==> src/rtl/mbrot_pkg.sv <==
// Shared types, constants and the microcode table of the escape-time iteration block.
package mbrot_pkg;

   localparam int IN_BITS    = 29;
   localparam int Z_BITS     = 35;
   localparam int LIMIT_BITS = 16;
   localparam int LO_BITS    = 18;
   localparam int HI_BITS    = Z_BITS - LO_BITS;
   localparam int MOP_BITS   = LO_BITS + 1;
   localparam int PP_BITS    = 2 * MOP_BITS;
   localparam int ACC_BITS   = 2 * Z_BITS;
   localparam int S_BITS     = 56;
   localparam int SUM_BITS   = S_BITS + 2;
   localparam int UPC_BITS   = 4;
   localparam logic [LIMIT_BITS-1:0] LIMIT_RESET = 16'd255;

   typedef enum logic {
      OPND_ZR,
      OPND_ZI
   } opnd_type;

   typedef enum logic [1:0] {
      ACC_HOLD,
      ACC_LOAD,
      ACC_ADD
   } acc_op_type;

   typedef enum logic [1:0] {
      SH_0,
      SH_LO,
      SH_TWO_LO
   } acc_sh_type;

   typedef enum logic [1:0] {
      WR_NONE,
      WR_SR,
      WR_SI,
      WR_T
   } wr_type;

   typedef enum logic [1:0] {
      JMP_NEXT,
      JMP_TEST,
      JMP_LOOP
   } jmp_type;

   typedef struct packed {
      opnd_type   a_sel;
      logic       a_hi;
      opnd_type   b_sel;
      logic       b_hi;
      acc_op_type acc_op;
      acc_sh_type acc_sh;
      wr_type     wr;
      logic       upd;
      jmp_type    jmp;
   } ctrl_type;

   typedef struct packed {
      logic cont;
   } stat_type;

   localparam ctrl_type CTRL_IDLE = '{OPND_ZR, 1'b0, OPND_ZR, 1'b0, ACC_HOLD, SH_0,
                                      WR_NONE, 1'b0, JMP_NEXT};

   function automatic ctrl_type cw(input opnd_type a_sel, input logic a_hi,
                                   input opnd_type b_sel, input logic b_hi,
                                   input acc_op_type acc_op, input acc_sh_type acc_sh,
                                   input wr_type wr, input logic upd, input jmp_type jmp);
      ctrl_type c;
      c.a_sel  = a_sel;
      c.a_hi   = a_hi;
      c.b_sel  = b_sel;
      c.b_hi   = b_hi;
      c.acc_op = acc_op;
      c.acc_sh = acc_sh;
      c.wr     = wr;
      c.upd    = upd;
      c.jmp    = jmp;
      return c;
   endfunction

   // Each product is four partial products; each is registered in the product register before it is accumulated.
   function automatic ctrl_type ucode(input logic [UPC_BITS-1:0] step);
      ctrl_type c;
      case (step)
         4'd0: c = cw(OPND_ZR, 1'b0, OPND_ZR, 1'b0, ACC_HOLD, SH_0, WR_NONE, 1'b0, JMP_TEST);
         4'd1: c = cw(OPND_ZR, 1'b0, OPND_ZR, 1'b0, ACC_HOLD, SH_0, WR_NONE, 1'b0, JMP_NEXT);
         4'd2: c = cw(OPND_ZR, 1'b1, OPND_ZR, 1'b0, ACC_LOAD, SH_0, WR_NONE, 1'b0, JMP_NEXT);
         4'd3: c = cw(OPND_ZR, 1'b0, OPND_ZR, 1'b1, ACC_ADD, SH_LO, WR_NONE, 1'b0, JMP_NEXT);
         4'd4: c = cw(OPND_ZR, 1'b1, OPND_ZR, 1'b1, ACC_ADD, SH_LO, WR_NONE, 1'b0, JMP_NEXT);
         4'd5: c = cw(OPND_ZI, 1'b0, OPND_ZI, 1'b0, ACC_ADD, SH_TWO_LO, WR_NONE, 1'b0,
                      JMP_NEXT);
         4'd6: c = cw(OPND_ZI, 1'b1, OPND_ZI, 1'b0, ACC_LOAD, SH_0, WR_SR, 1'b0, JMP_NEXT);
         4'd7: c = cw(OPND_ZI, 1'b0, OPND_ZI, 1'b1, ACC_ADD, SH_LO, WR_NONE, 1'b0, JMP_NEXT);
         4'd8: c = cw(OPND_ZI, 1'b1, OPND_ZI, 1'b1, ACC_ADD, SH_LO, WR_NONE, 1'b0, JMP_NEXT);
         4'd9: c = cw(OPND_ZR, 1'b0, OPND_ZI, 1'b0, ACC_ADD, SH_TWO_LO, WR_NONE, 1'b0,
                      JMP_NEXT);
         4'd10: c = cw(OPND_ZR, 1'b1, OPND_ZI, 1'b0, ACC_LOAD, SH_0, WR_SI, 1'b0, JMP_NEXT);
         4'd11: c = cw(OPND_ZR, 1'b0, OPND_ZI, 1'b1, ACC_ADD, SH_LO, WR_NONE, 1'b0, JMP_NEXT);
         4'd12: c = cw(OPND_ZR, 1'b1, OPND_ZI, 1'b1, ACC_ADD, SH_LO, WR_NONE, 1'b0, JMP_NEXT);
         4'd13: c = cw(OPND_ZR, 1'b0, OPND_ZR, 1'b0, ACC_ADD, SH_TWO_LO, WR_NONE, 1'b0,
                       JMP_NEXT);
         4'd14: c = cw(OPND_ZR, 1'b0, OPND_ZR, 1'b0, ACC_HOLD, SH_0, WR_T, 1'b0, JMP_NEXT);
         4'd15: c = cw(OPND_ZR, 1'b0, OPND_ZR, 1'b0, ACC_HOLD, SH_0, WR_NONE, 1'b1, JMP_LOOP);
         default: c = CTRL_IDLE;
      endcase
      return c;
   endfunction

endpackage

==> src/rtl/mandelbrot_escape_iteration.sv <==
// Top level of the escape-time iteration block for one point of the complex plane.
//
// The request channel takes one point c (req_c_real, req_c_imag) per beat on
// req_valid and req_stall. The block then iterates z = z^2 + c from z = 0 until
// the square sum reaches 4 or the iteration limit is hit, and returns one beat
// on rsp_valid and rsp_stall with the escape count and the final z.
// In each iteration a microcode program runs the three products through one
// shared 19 by 19 bit multiplier as four partial products each. The next
// point is taken only after the result of the last one is registered.
// One point is worked on at a time; req_stall is high while busy.
// A finished result sits in the output register; when the receiver stalls, the
// block holds at its final test step until the register frees.
// The limit register is written through csr_valid, csr_ready and csr_data,
// and only while the block is idle. Reset sets the limit to 255 and clears all
// control state; no clearing pass is needed.
module mandelbrot_escape_iteration #(
   parameter int FRAC_BITS  = 26,
   parameter int COUNT_BITS = 16
) (
   input  logic                                 clock,
   input  logic                                 reset,
   input  logic                                 req_valid,
   output logic                                 req_stall,
   input  logic signed [mbrot_pkg::IN_BITS-1:0] req_c_real,
   input  logic signed [mbrot_pkg::IN_BITS-1:0] req_c_imag,
   output logic                                 rsp_valid,
   input  logic                                 rsp_stall,
   output logic [mbrot_pkg::LIMIT_BITS-1:0]     rsp_escape_count,
   output logic signed [mbrot_pkg::Z_BITS-1:0]  rsp_final_real,
   output logic signed [mbrot_pkg::Z_BITS-1:0]  rsp_final_imag,
   input  logic                                 csr_valid,
   output logic                                 csr_ready,
   input  logic [mbrot_pkg::LIMIT_BITS-1:0]     csr_data
);
   import mbrot_pkg::*;

   logic [LIMIT_BITS-1:0]    limit_ff, limit_in;
   logic                     rsp_valid_ff, rsp_valid_in;
   logic [LIMIT_BITS-1:0]    rsp_count_ff, rsp_count_in;
   logic signed [Z_BITS-1:0] rsp_real_ff, rsp_real_in, rsp_imag_ff, rsp_imag_in;

   logic                     busy, done, start, out_free;
   ctrl_type                 ctrl;
   stat_type                 stat;
   logic [LIMIT_BITS-1:0]    dp_count;
   logic signed [Z_BITS-1:0] dp_real, dp_imag;

   assign req_stall = busy;
   assign start     = req_valid && !busy;
   assign out_free  = !rsp_valid_ff || !rsp_stall;
   assign csr_ready = !busy;

   mbrot_sequencer u_seq (
      .clock    (clock),
      .reset    (reset),
      .start    (start),
      .out_free (out_free),
      .stat     (stat),
      .ctrl     (ctrl),
      .busy     (busy),
      .done     (done)
   );

   mbrot_datapath #(
      .FRAC_BITS  (FRAC_BITS),
      .COUNT_BITS (COUNT_BITS)
   ) u_dp (
      .clock        (clock),
      .start        (start),
      .c_real       (req_c_real),
      .c_imag       (req_c_imag),
      .limit        (limit_ff),
      .ctrl         (ctrl),
      .stat         (stat),
      .escape_count (dp_count),
      .final_real   (dp_real),
      .final_imag   (dp_imag)
   );

   always_comb begin
      limit_in     = limit_ff;
      rsp_valid_in = rsp_valid_ff;
      rsp_count_in = rsp_count_ff;
      rsp_real_in  = rsp_real_ff;
      rsp_imag_in  = rsp_imag_ff;
      if (csr_valid && csr_ready) begin
         limit_in = csr_data;
      end
      if (rsp_valid_ff && !rsp_stall) begin
         rsp_valid_in = 1'b0;
      end
      if (done) begin
         rsp_valid_in = 1'b1;
         rsp_count_in = dp_count;
         rsp_real_in  = dp_real;
         rsp_imag_in  = dp_imag;
      end
   end

   always_ff @(posedge clock) begin
      if (reset) begin
         limit_ff     <= LIMIT_RESET;
         rsp_valid_ff <= 1'b0;
      end else begin
         limit_ff     <= limit_in;
         rsp_valid_ff <= rsp_valid_in;
      end
      rsp_count_ff <= rsp_count_in;
      rsp_real_ff  <= rsp_real_in;
      rsp_imag_ff  <= rsp_imag_in;
   end

   assign rsp_valid        = rsp_valid_ff;
   assign rsp_escape_count = rsp_count_ff;
   assign rsp_final_real   = rsp_real_ff;
   assign rsp_final_imag   = rsp_imag_ff;

endmodule

==> src/rtl/mbrot_sequencer.sv <==
// Step counter and microcode table that drive the iteration datapath.
module mbrot_sequencer (
   input  logic               clock,
   input  logic               reset,
   input  logic               start,
   input  logic               out_free,
   input  mbrot_pkg::stat_type stat,
   output mbrot_pkg::ctrl_type ctrl,
   output logic               busy,
   output logic               done
);
   import mbrot_pkg::*;

   logic                run_ff, run_in;
   logic [UPC_BITS-1:0] upc_ff, upc_in;
   ctrl_type            word;

   assign word = ucode(upc_ff);
   assign ctrl = run_ff ? word : CTRL_IDLE;
   assign busy = run_ff;
   assign done = run_ff && (word.jmp == JMP_TEST) && !stat.cont && out_free;

   always_comb begin
      run_in = run_ff;
      upc_in = upc_ff;
      if (!run_ff) begin
         if (start) begin
            run_in = 1'b1;
            upc_in = '0;
         end
      end else begin
         case (word.jmp)
            JMP_TEST: begin
               if (stat.cont) begin
                  upc_in = upc_ff + 1'b1;
               end else if (out_free) begin
                  run_in = 1'b0;
               end
            end
            JMP_LOOP: upc_in = '0;
            default:  upc_in = upc_ff + 1'b1;
         endcase
      end
   end

   always_ff @(posedge clock) begin
      if (reset) begin
         run_ff <= 1'b0;
         upc_ff <= '0;
      end else begin
         run_ff <= run_in;
         upc_ff <= upc_in;
      end
   end

endmodule

==> src/rtl/mbrot_datapath.sv <==
// Shared partial-product multiplier, accumulator and z registers of the iteration.
module mbrot_datapath #(
   parameter int FRAC_BITS  = 26,
   parameter int COUNT_BITS = 16
) (
   input  logic                                  clock,
   input  logic                                  start,
   input  logic signed [mbrot_pkg::IN_BITS-1:0]  c_real,
   input  logic signed [mbrot_pkg::IN_BITS-1:0]  c_imag,
   input  logic [mbrot_pkg::LIMIT_BITS-1:0]      limit,
   input  mbrot_pkg::ctrl_type                   ctrl,
   output mbrot_pkg::stat_type                   stat,
   output logic [mbrot_pkg::LIMIT_BITS-1:0]      escape_count,
   output logic signed [mbrot_pkg::Z_BITS-1:0]   final_real,
   output logic signed [mbrot_pkg::Z_BITS-1:0]   final_imag
);
   import mbrot_pkg::*;

   localparam int CW = (COUNT_BITS > LIMIT_BITS) ? COUNT_BITS : LIMIT_BITS;
   localparam logic signed [S_BITS:0] BOUND = (S_BITS + 1)'(4) <<< FRAC_BITS;

   logic signed [Z_BITS-1:0]   zr_ff, zr_in, zi_ff, zi_in;
   logic signed [IN_BITS-1:0]  cr_ff, cr_in, ci_ff, ci_in;
   logic signed [S_BITS-1:0]   sr_ff, sr_in, si_ff, si_in, t_ff, t_in;
   logic [COUNT_BITS-1:0]      count_ff, count_in;
   logic signed [PP_BITS-1:0]  prod_ff, prod_in;
   logic signed [ACC_BITS-1:0] acc_ff, acc_in;

   logic signed [Z_BITS-1:0]   opa, opb;
   logic signed [MOP_BITS-1:0] mop_a, mop_b;
   logic signed [ACC_BITS-1:0] pp_ext, pp_sh, scaled;
   logic signed [S_BITS-1:0]   s_val;
   logic signed [SUM_BITS-1:0] re_sum, im_sum;
   logic signed [S_BITS:0]     sq_sum;
   logic                       escaped;
   logic [CW-1:0]              lim_w, cnt_w;
   logic [COUNT_BITS-1:0]      lim_c;

   function automatic logic signed [Z_BITS-1:0] sat_z(input logic signed [SUM_BITS-1:0] v);
      logic signed [Z_BITS-1:0] r;
      if (v[SUM_BITS-1:Z_BITS-1] == {(SUM_BITS-Z_BITS+1){v[SUM_BITS-1]}}) begin
         r = v[Z_BITS-1:0];
      end else if (v[SUM_BITS-1]) begin
         r = {1'b1, {(Z_BITS-1){1'b0}}};
      end else begin
         r = {1'b0, {(Z_BITS-1){1'b1}}};
      end
      return r;
   endfunction

   assign opa   = (ctrl.a_sel == OPND_ZR) ? zr_ff : zi_ff;
   assign opb   = (ctrl.b_sel == OPND_ZR) ? zr_ff : zi_ff;
   assign mop_a = ctrl.a_hi ? {{(MOP_BITS-HI_BITS){opa[Z_BITS-1]}}, opa[Z_BITS-1:LO_BITS]}
                            : {1'b0, opa[LO_BITS-1:0]};
   assign mop_b = ctrl.b_hi ? {{(MOP_BITS-HI_BITS){opb[Z_BITS-1]}}, opb[Z_BITS-1:LO_BITS]}
                            : {1'b0, opb[LO_BITS-1:0]};
   assign prod_in = mop_a * mop_b;

   assign pp_ext = {{(ACC_BITS-PP_BITS){prod_ff[PP_BITS-1]}}, prod_ff};

   always_comb begin
      case (ctrl.acc_sh)
         SH_LO:     pp_sh = pp_ext <<< LO_BITS;
         SH_TWO_LO: pp_sh = pp_ext <<< (2 * LO_BITS);
         default:   pp_sh = pp_ext;
      endcase
      case (ctrl.acc_op)
         ACC_LOAD: acc_in = pp_sh;
         ACC_ADD:  acc_in = acc_ff + pp_sh;
         default:  acc_in = acc_ff;
      endcase
   end

   assign scaled = acc_ff >>> FRAC_BITS;
   assign s_val  = scaled[S_BITS-1:0];

   assign re_sum = SUM_BITS'(sr_ff) - SUM_BITS'(si_ff) + SUM_BITS'(cr_ff);
   assign im_sum = SUM_BITS'(t_ff) + SUM_BITS'(t_ff) + SUM_BITS'(ci_ff);
   assign sq_sum = (S_BITS + 1)'(sr_ff) + (S_BITS + 1)'(si_ff);
   assign escaped = (sq_sum >= BOUND);

   assign lim_w = CW'(limit);
   assign lim_c = lim_w[COUNT_BITS-1:0];
   assign cnt_w = CW'(count_ff);

   assign stat.cont    = (count_ff < lim_c) && !escaped;
   assign escape_count = escaped ? cnt_w[LIMIT_BITS-1:0] : '0;
   assign final_real   = zr_ff;
   assign final_imag   = zi_ff;

   always_comb begin
      zr_in    = zr_ff;
      zi_in    = zi_ff;
      cr_in    = cr_ff;
      ci_in    = ci_ff;
      sr_in    = sr_ff;
      si_in    = si_ff;
      t_in     = t_ff;
      count_in = count_ff;
      if (start) begin
         zr_in    = '0;
         zi_in    = '0;
         cr_in    = c_real;
         ci_in    = c_imag;
         sr_in    = '0;
         si_in    = '0;
         t_in     = '0;
         count_in = '0;
      end else begin
         case (ctrl.wr)
            WR_SR:   sr_in = s_val;
            WR_SI:   si_in = s_val;
            WR_T:    t_in  = s_val;
            default: ;
         endcase
         if (ctrl.upd) begin
            zr_in    = sat_z(re_sum);
            zi_in    = sat_z(im_sum);
            count_in = count_ff + 1'b1;
         end
      end
   end

   always_ff @(posedge clock) begin
      zr_ff    <= zr_in;
      zi_ff    <= zi_in;
      cr_ff    <= cr_in;
      ci_ff    <= ci_in;
      sr_ff    <= sr_in;
      si_ff    <= si_in;
      t_ff     <= t_in;
      count_ff <= count_in;
      prod_ff  <= prod_in;
      acc_ff   <= acc_in;
   end

endmodule
==> config.mk <==
export PLATFORM = sky130hd
export DESIGN_NAME = mandelbrot_escape_iteration
export DESIGN_NICKNAME = d
export VERILOG_FILES = /design/src/rtl/mbrot_pkg.sv /design/src/rtl/mandelbrot_escape_iteration.sv /design/src/rtl/mbrot_sequencer.sv /design/src/rtl/mbrot_datapath.sv
export SDC_FILE = /design/constraint.sdc
export NUM_CORES = 2
export LEC_CHECK = 0
export BUFFER_PORTS_ARGS = -buffer_cell sky130_fd_sc_hd__buf_2
export CAP_MARGIN = 20
export CORE_AREA = 5 5 434 436
export CTS_CLUSTER_DIAMETER = 60
export DETAILED_ROUTE_END_ITERATION = 6
export DIE_AREA = 0 0 439 441
export PLACE_DENSITY_LB_ADDON = 0.3
export SLEW_MARGIN = 20
export SYNTH_ARGS = -nofsm -noshare
export SYNTH_HDL_FRONTEND = slang
export SYNTH_SLANG_ARGS = --single-unit
==> constraint.sdc <==
create_clock -name clock -period 16.2 [get_ports clock]
set_clock_uncertainty 0.1 [all_clocks]
set_input_delay 2.43 -clock clock [delete_from_list [all_inputs] [get_ports clock]]
set_output_delay 2.43 -clock clock [all_outputs]
set_load 0.02 [all_outputs]
Word level (Yosys, flattened, before mapping)
Memories as Yosys holds them, arrays and structs flattened. A register that Yosys moved wholly into a read port is not among the register bits. Index checks and enable logic that the tools add are counted.

Output and inout port bits: 89. Register bits: 492. Word-level logic and storage cells: 82. Memories: 1. Bits in read-only memories: 208. Input port bits: 79.

Memory list: (no name shown) (words 16, width 13, read ports 1, clocked after memory_dff 1, write ports 0, line mbrot_pkg.sv:86) `case (step)`.

Multiplexer cells: 24. Equality and inequality tests: 12. Reduce and logical (&&, ||, !) cells: 17. Multiply operators: 1. Add/sub/neg operators: 8. Magnitude comparators: 2.

Operators with widths (count): case mux 70 bit (2 select lines) (2); two-way mux 35 bit (6); adder 45 x 29 -> 46 bit (2); adder 44 x 44 -> 45 bit (2); adder 70 bit (1); greater-or-equal comparator 57 x 30 -> 1 bit, second input constant (1); equality test 23 bit (2); subtractor 44 x 44 -> 45 bit (1); multiplier 19 x 19 -> 38 bit (1); two-way mux 19 bit (2); two-way mux 4 bit (5); adder 16 x 1 -> 16 bit, second input constant (1); < comparator 16 bit (1); two-way mux 13 bit (1); equality test 2 bit, second input constant (5); equality test 2 x 1 -> 1 bit, second input constant (4); case mux 4 bit (2 select lines) (1); logical AND 1 bit (7); two-way mux 1 bit (7); nonzero test 2 bit (3); zero test 1 bit (5); adder 4 x 1 -> 4 bit, second input constant (1); inequality test 3 x 2 -> 1 bit, second input constant (1); AND reduction 2 bit (1); logical OR 1 bit (1).

Logic depth before layout (Yosys ltp)
Depth in word-level cells: 9. Gate-level depth with buffers: 37. Mapped depth without buffers: 34.

Hierarchy
Synthesis repeated with hierarchy kept, for this count alone.

Cell total of the unflattened synthesis: 5139. Area total of the unflattened synthesis: 46074.2 sq um.

Modules (own cells, without submodules): mbrot_datapath (instances 1, area each 41875.2 sq um, cells an instance 4887, seq. area each 8968.6 sq um); mandelbrot_escape_iteration (instances 1, area each 3314.4 sq um, cells an instance 163, seq. area each 2922.8 sq um); mbrot_sequencer (instances 1, area each 884.6 sq um, cells an instance 89, seq. area each 320.3 sq um).

Worst setup path after synthesis
OpenSTA, ideal clock, no wires.

Path kind: reg-to-reg. Start: register u_seq.run_ff, in the netlist u_seq.busy. End: register u_dp.prod_ff[36]. Setup time: 0.118 ns. Required time: 15.982 ns. Arrival: 8.702 ns. Path slack: 7.279 ns. Stages on the path, launching flop included: 33. Path buffers: 4. Period minus slack after synthesis: 8.921 ns. Cells stage by stage: dfxtp_1 -> clkbuf_1 -> and2_1 -> clkbuf_1 -> clkinv_1 -> clkbuf_1 -> a21oi_1 -> clkbuf_1 -> nand2_1 -> fa_1 -> inv_1 -> fa_1 -> fa_1 -> fa_1 -> fa_1 -> fa_1 -> inv_1 -> fa_1 -> inv_1 -> ha_1 -> and3_1 -> nand3_1 -> or4b_2 -> a21oi_1 -> o31ai_1 -> a21oi_1 -> a41oi_1 -> a21boi_0 -> a21o_1 -> a21oi_1 -> o21ai_0 -> a21oi_1 -> xnor2_1.

Cells in the longest elaborated chain, start to end: 4. Elaborated cells on any way between the ends: 6. Those cells by class: mul: 1; mux: 5.

RTL lines: start, declared (line mbrot_sequencer.sv:14) `logic run_ff, run_in;`; start signal, assigned (line mbrot_sequencer.sv:51) `run_ff <= run_in;`; two-way mux 13 bit (*) (line mbrot_sequencer.sv:19) `assign ctrl = run_ff ? word : CTRL_IDLE;`; two-way mux 35 bit, on equally long branches (line mbrot_datapath.sv:51, mbrot_datapath.sv:52); two-way mux 19 bit, on equally long branches (line mbrot_datapath.sv:53, mbrot_datapath.sv:55); multiplier 19 x 19 -> 38 bit (*) (line mbrot_datapath.sv:57) `assign prod_in = mop_a * mop_b;`; via u_dp.prod_in[36] (line mbrot_datapath.sv:26) `logic signed [PP_BITS-1:0] prod_ff, prod_in;`; end signal, assigned (line mbrot_datapath.sv:133) `prod_ff <= prod_in;`; end, declared (line mbrot_datapath.sv:26).

Mark *: on every way through the listed nets, which the timed path passes. The rest lies on a longest branch. A chain may end at the register's enable or synchronous reset.

Worst setup path in the final report
Same ends and word-level chain as after synthesis.

==> results_dict.tcl <==
set metrics [dict create \
    coreArea_sq_mm 0.184 \
    ys_warn_count 0 \
    hpwlAfterDp_um 128000 \
    rows 158 \
    ioPinCount 168 \
    clk_pin_slew_ns 0.05 \
    clock_latency_ns 0.67 \
    grt_max_degree 100 \
    run_status "finished clean" \
    placed_area_sq_mm 0.0493 \
    drt_iter0_markers 2553 \
    dieWidth_um 439 \
    postSynthNetCount 5944 \
    finalPower_mw 3.20 \
    max_freq_mhz 96.7 \
    numCtsBuffers 72 \
    async_flop_share_pct 0 \
    worst_pin_slew_ns 1.19 \
    drc 0 \
    syn_inst 5065 \
    num-fill-cells 19800 \
    syn_to_final_growth_pct 13.2 \
    finalSetupViolCount 0 \
    r2r_cells 32 \
    r2r-start "u_seq.busy$_SDFF_PP0_" \
    cts_tree "done" \
    pre_cts_slack_ns 5.99 \
    maxSlewHeadroom_pct 19.9 \
    grt_overflow_total 0 \
    hold_path_end "u_dp.t_ff[11]$_SDFFE_PP0N_" \
    reg2reg_slack_ns 5.85 \
    antenna_found_initial 1 \
    yosysTopAreaCell "fa_1" \
    finalSetupTns_ns 0 \
    worstPathRequired_ns 16.65 \
    fin_crit_ns 10.35 \
    endpoint_kind "flop" \
    cts_num_sinks 503 \
    syn_area_sq_mm 0.0457 \
    postCtsSetupBuffers 0 \
    grt_pass1_wl_um 239000 \
    cts_resized 0 \
    wl_per_cell_um 20.8 \
    ctsHoldBuffers 0 \
    fin_area_sq_mm 0.0517 \
    worstPathArrival_ns 10.80 \
    die-area_sq_mm 0.194 \
    rsz0062_at_grt "false" \
    hp-start "u_dp.t_ff[11]$_SDFFE_PP0N_" \
    synth_cell_types 86 \
    wirelength_um 160000 \
    cap_violations 0 \
    synth_area_per_cell_sq_um 9.02 \
    crit_slowest_cell "nor2_1" \
    crit_type "reg -> reg" \
    crit_path_frequent_cell "fa_1" \
    drv_slew 0 \
    regToRegEndpoint "u_dp.prod_ff[36]$_DFF_P_" \
    synth_edf_count 214 \
    critPathMaxFanout 31 \
    hold_viol_final 0 \
    vias 36800 \
    htreeDepth 3 \
    vias_per_cell 4.78 \
    dr.pass1.iters 7 \
    final_nets 6043 \
    gp_congestion 0.914 \
    max_stage_delay_ns 0.74 \
    synth_area_leaders "fa_1 18%, edfxtp_1 14%, dfxtp_1 13%" \
    period_share_pct 63.9 \
    yosysTopAreaCellShare_pct 18.2 \
    p_per_area_mw_per_mm2 61.9 \
    cts-root-buf "clkbuf_16" \
    startpoint_type "flop" \
    min_path_type "reg -> reg" \
    setup_ws_ns 5.85 \
    ir_drop_mv 0.0700 \
    insertedDiodeCount 0 \
    io_buffers 167 \
    yosysSeqAreaShare_pct 26.7 \
    die-height_um 441 \
    ys_ff_latch 503 \
    grt_usage_pct 16.3 \
    cellLeakagePower_nw 23.1 \
    grt_pass1_vias 37200 \
    synthFlopType "dfxtp_1" \
    clk_path_buf_depth 3 \
    drive_above_1_share_pct 9.25 \
    ant_nets 0 \
    hold_path_depth 2 \
    fin_util_pct 28.1 \
    initial_core_util_pct 24.8 \
]
[per-layer routing]
layer	track usage (%)	vias up	wire [um]
li1	-	17300	-
met5	0	-	0
met2	28.5	949	79300
met3	1.96	230	6810
met1	19.9	18400	65300
met4	7.65	0	8590
[how the worst max path moves through the flow]
stage,start,endpoint,slack (ns),cells past startpoint
2_1_floorplan,u_seq.busy$_SDFF_PP0_,u_dp.prod_ff[36]$_DFF_P_,7.28,32
3_3_place_gp,u_seq.word[12]$_DFF_P_,u_dp.prod_ff[36]$_DFF_P_,6.06,31
3_5_place_dp,u_seq.busy$_SDFF_PP0_,u_dp.prod_ff[36]$_DFF_P_,5.99,32
4_1_cts,u_seq.busy$_SDFF_PP0_,u_dp.prod_ff[36]$_DFF_P_,5.98,32
5_1_grt,u_seq.busy$_SDFF_PP0_,u_dp.prod_ff[36]$_DFF_P_,5.11,32
6_report,u_seq.busy$_SDFF_PP0_,u_dp.prod_ff[36]$_DFF_P_,5.85,32
[worst max-delay path, delay by kind of cell, from the launching register on]
kind | cells | cell delay, ns
AND/OR/NAND/NOR | 6 | 2.04
XOR/XNOR | 1 | 0.13
buffers and inverters | 7 | 1.88
adder cells (fa/ha/maj) | 8 | 3.78
AO/OA/AOI/OAI | 10 | 1.98
flip-flops | 1 | 0.30
[per-stage QoR]
step | hold slack (ns) | cells
after global placement | 0.349 | 7570
after detailed placement | 0.350 | 7570
after CTS | 0.359 | 7704
after floorplan | 0.336 | 5065
final | 0.359 | 7704
after global routing | 0.376 | 7704
[where the power goes]
group | internal, mW | switching (mW) | total [mW] | leakage (nW)
clock network | 0.922 | 0.664 | 1.59 | 1.18
registers | 1.33 | 0.0164 | 1.35 | 4.19
logic | 0.0887 | 0.180 | 0.269 | 17.7
[kinds of logic after synthesis]
family          after synthesis  synth area share, %
flops                       503                 26.7
compound gates             1096                 15.7
fa+ha+maj                   800                 28.7
simple gates               1432                 14.1
mux                         156                 3.63
xor+xnor                    193                 3.70
buf+inv                     885                 7.38
[Yosys cell counts (all sizes together), types with 27 or more instances]
library cell / count
clkbuf: 181
a211oi: 35
a21o: 136
xnor2: 129
edfxtp: 214
nor2: 359
a21oi: 413
dfxtp: 289
nand2: 612
nand2b: 46
inv: 684
nand3: 60
a31oi: 28
o31ai: 29
nor4: 32
fa: 416
mux2i: 79
nor3: 60
o21ai: 165
and2: 76
a221o: 64
nor2b: 55
ha: 384
mux2: 77
nand4: 38
xor2: 64
o21bai: 27
[cell type report]
type / instances / area [sq um] / area share (%)
clock inverter: 41 / 377 / 0.728
inverter: 686 / 2580 / 4.99
multi-input combinational: 3677 / 30200 / 58.4
clock buffer: 93 / 2000 / 3.86
tap: 2480 / 3100 / 6.00
timing repair buffer: 224 / 1260 / 2.44
sequential: 503 / 12200 / 23.6
[flip-flops by register name (all words and copies together), names as in the netlist, 4 cells and up]
signal / flops
u_dp.sr_ff: 44
rsp_final_real: 35
u_seq.word: 11
u_seq.upc_ff: 4
rsp_escape_count: 16
u_dp.prod_ff: 38
rsp_final_imag: 35
u_dp.final_real: 35
u_dp.cnt_w: 16
u_dp.acc_ff: 70
u_dp.si_ff: 44
u_dp.final_imag: 35
limit_ff: 16
u_dp.cr_ff: 29
u_dp.t_ff: 44
u_dp.ci_ff: 29
[placed cells by master, fill, tap and decap left out, types with 75 or more instances in the layout]
cell | netlist | final
mux2_2 | 76 | 76
ha_1 | 384 | 383
fa_1 | 416 | 416
a21o_1 | 136 | 136
buf_2 | 6 | 167
a21oi_1 | 413 | 412
clkbuf_16 | 0 | 75
edfxtp_1 | 214 | 214
dfxtp_1 | 289 | 289
inv_1 | 683 | 682
xnor2_1 | 129 | 129
o21ai_0 | 156 | 156
and2_1 | 76 | 76
nor2_1 | 358 | 353
nand2_1 | 612 | 612
mux2i_1 | 79 | 77
No activity file was read; power rests on OpenSTA's default activity.
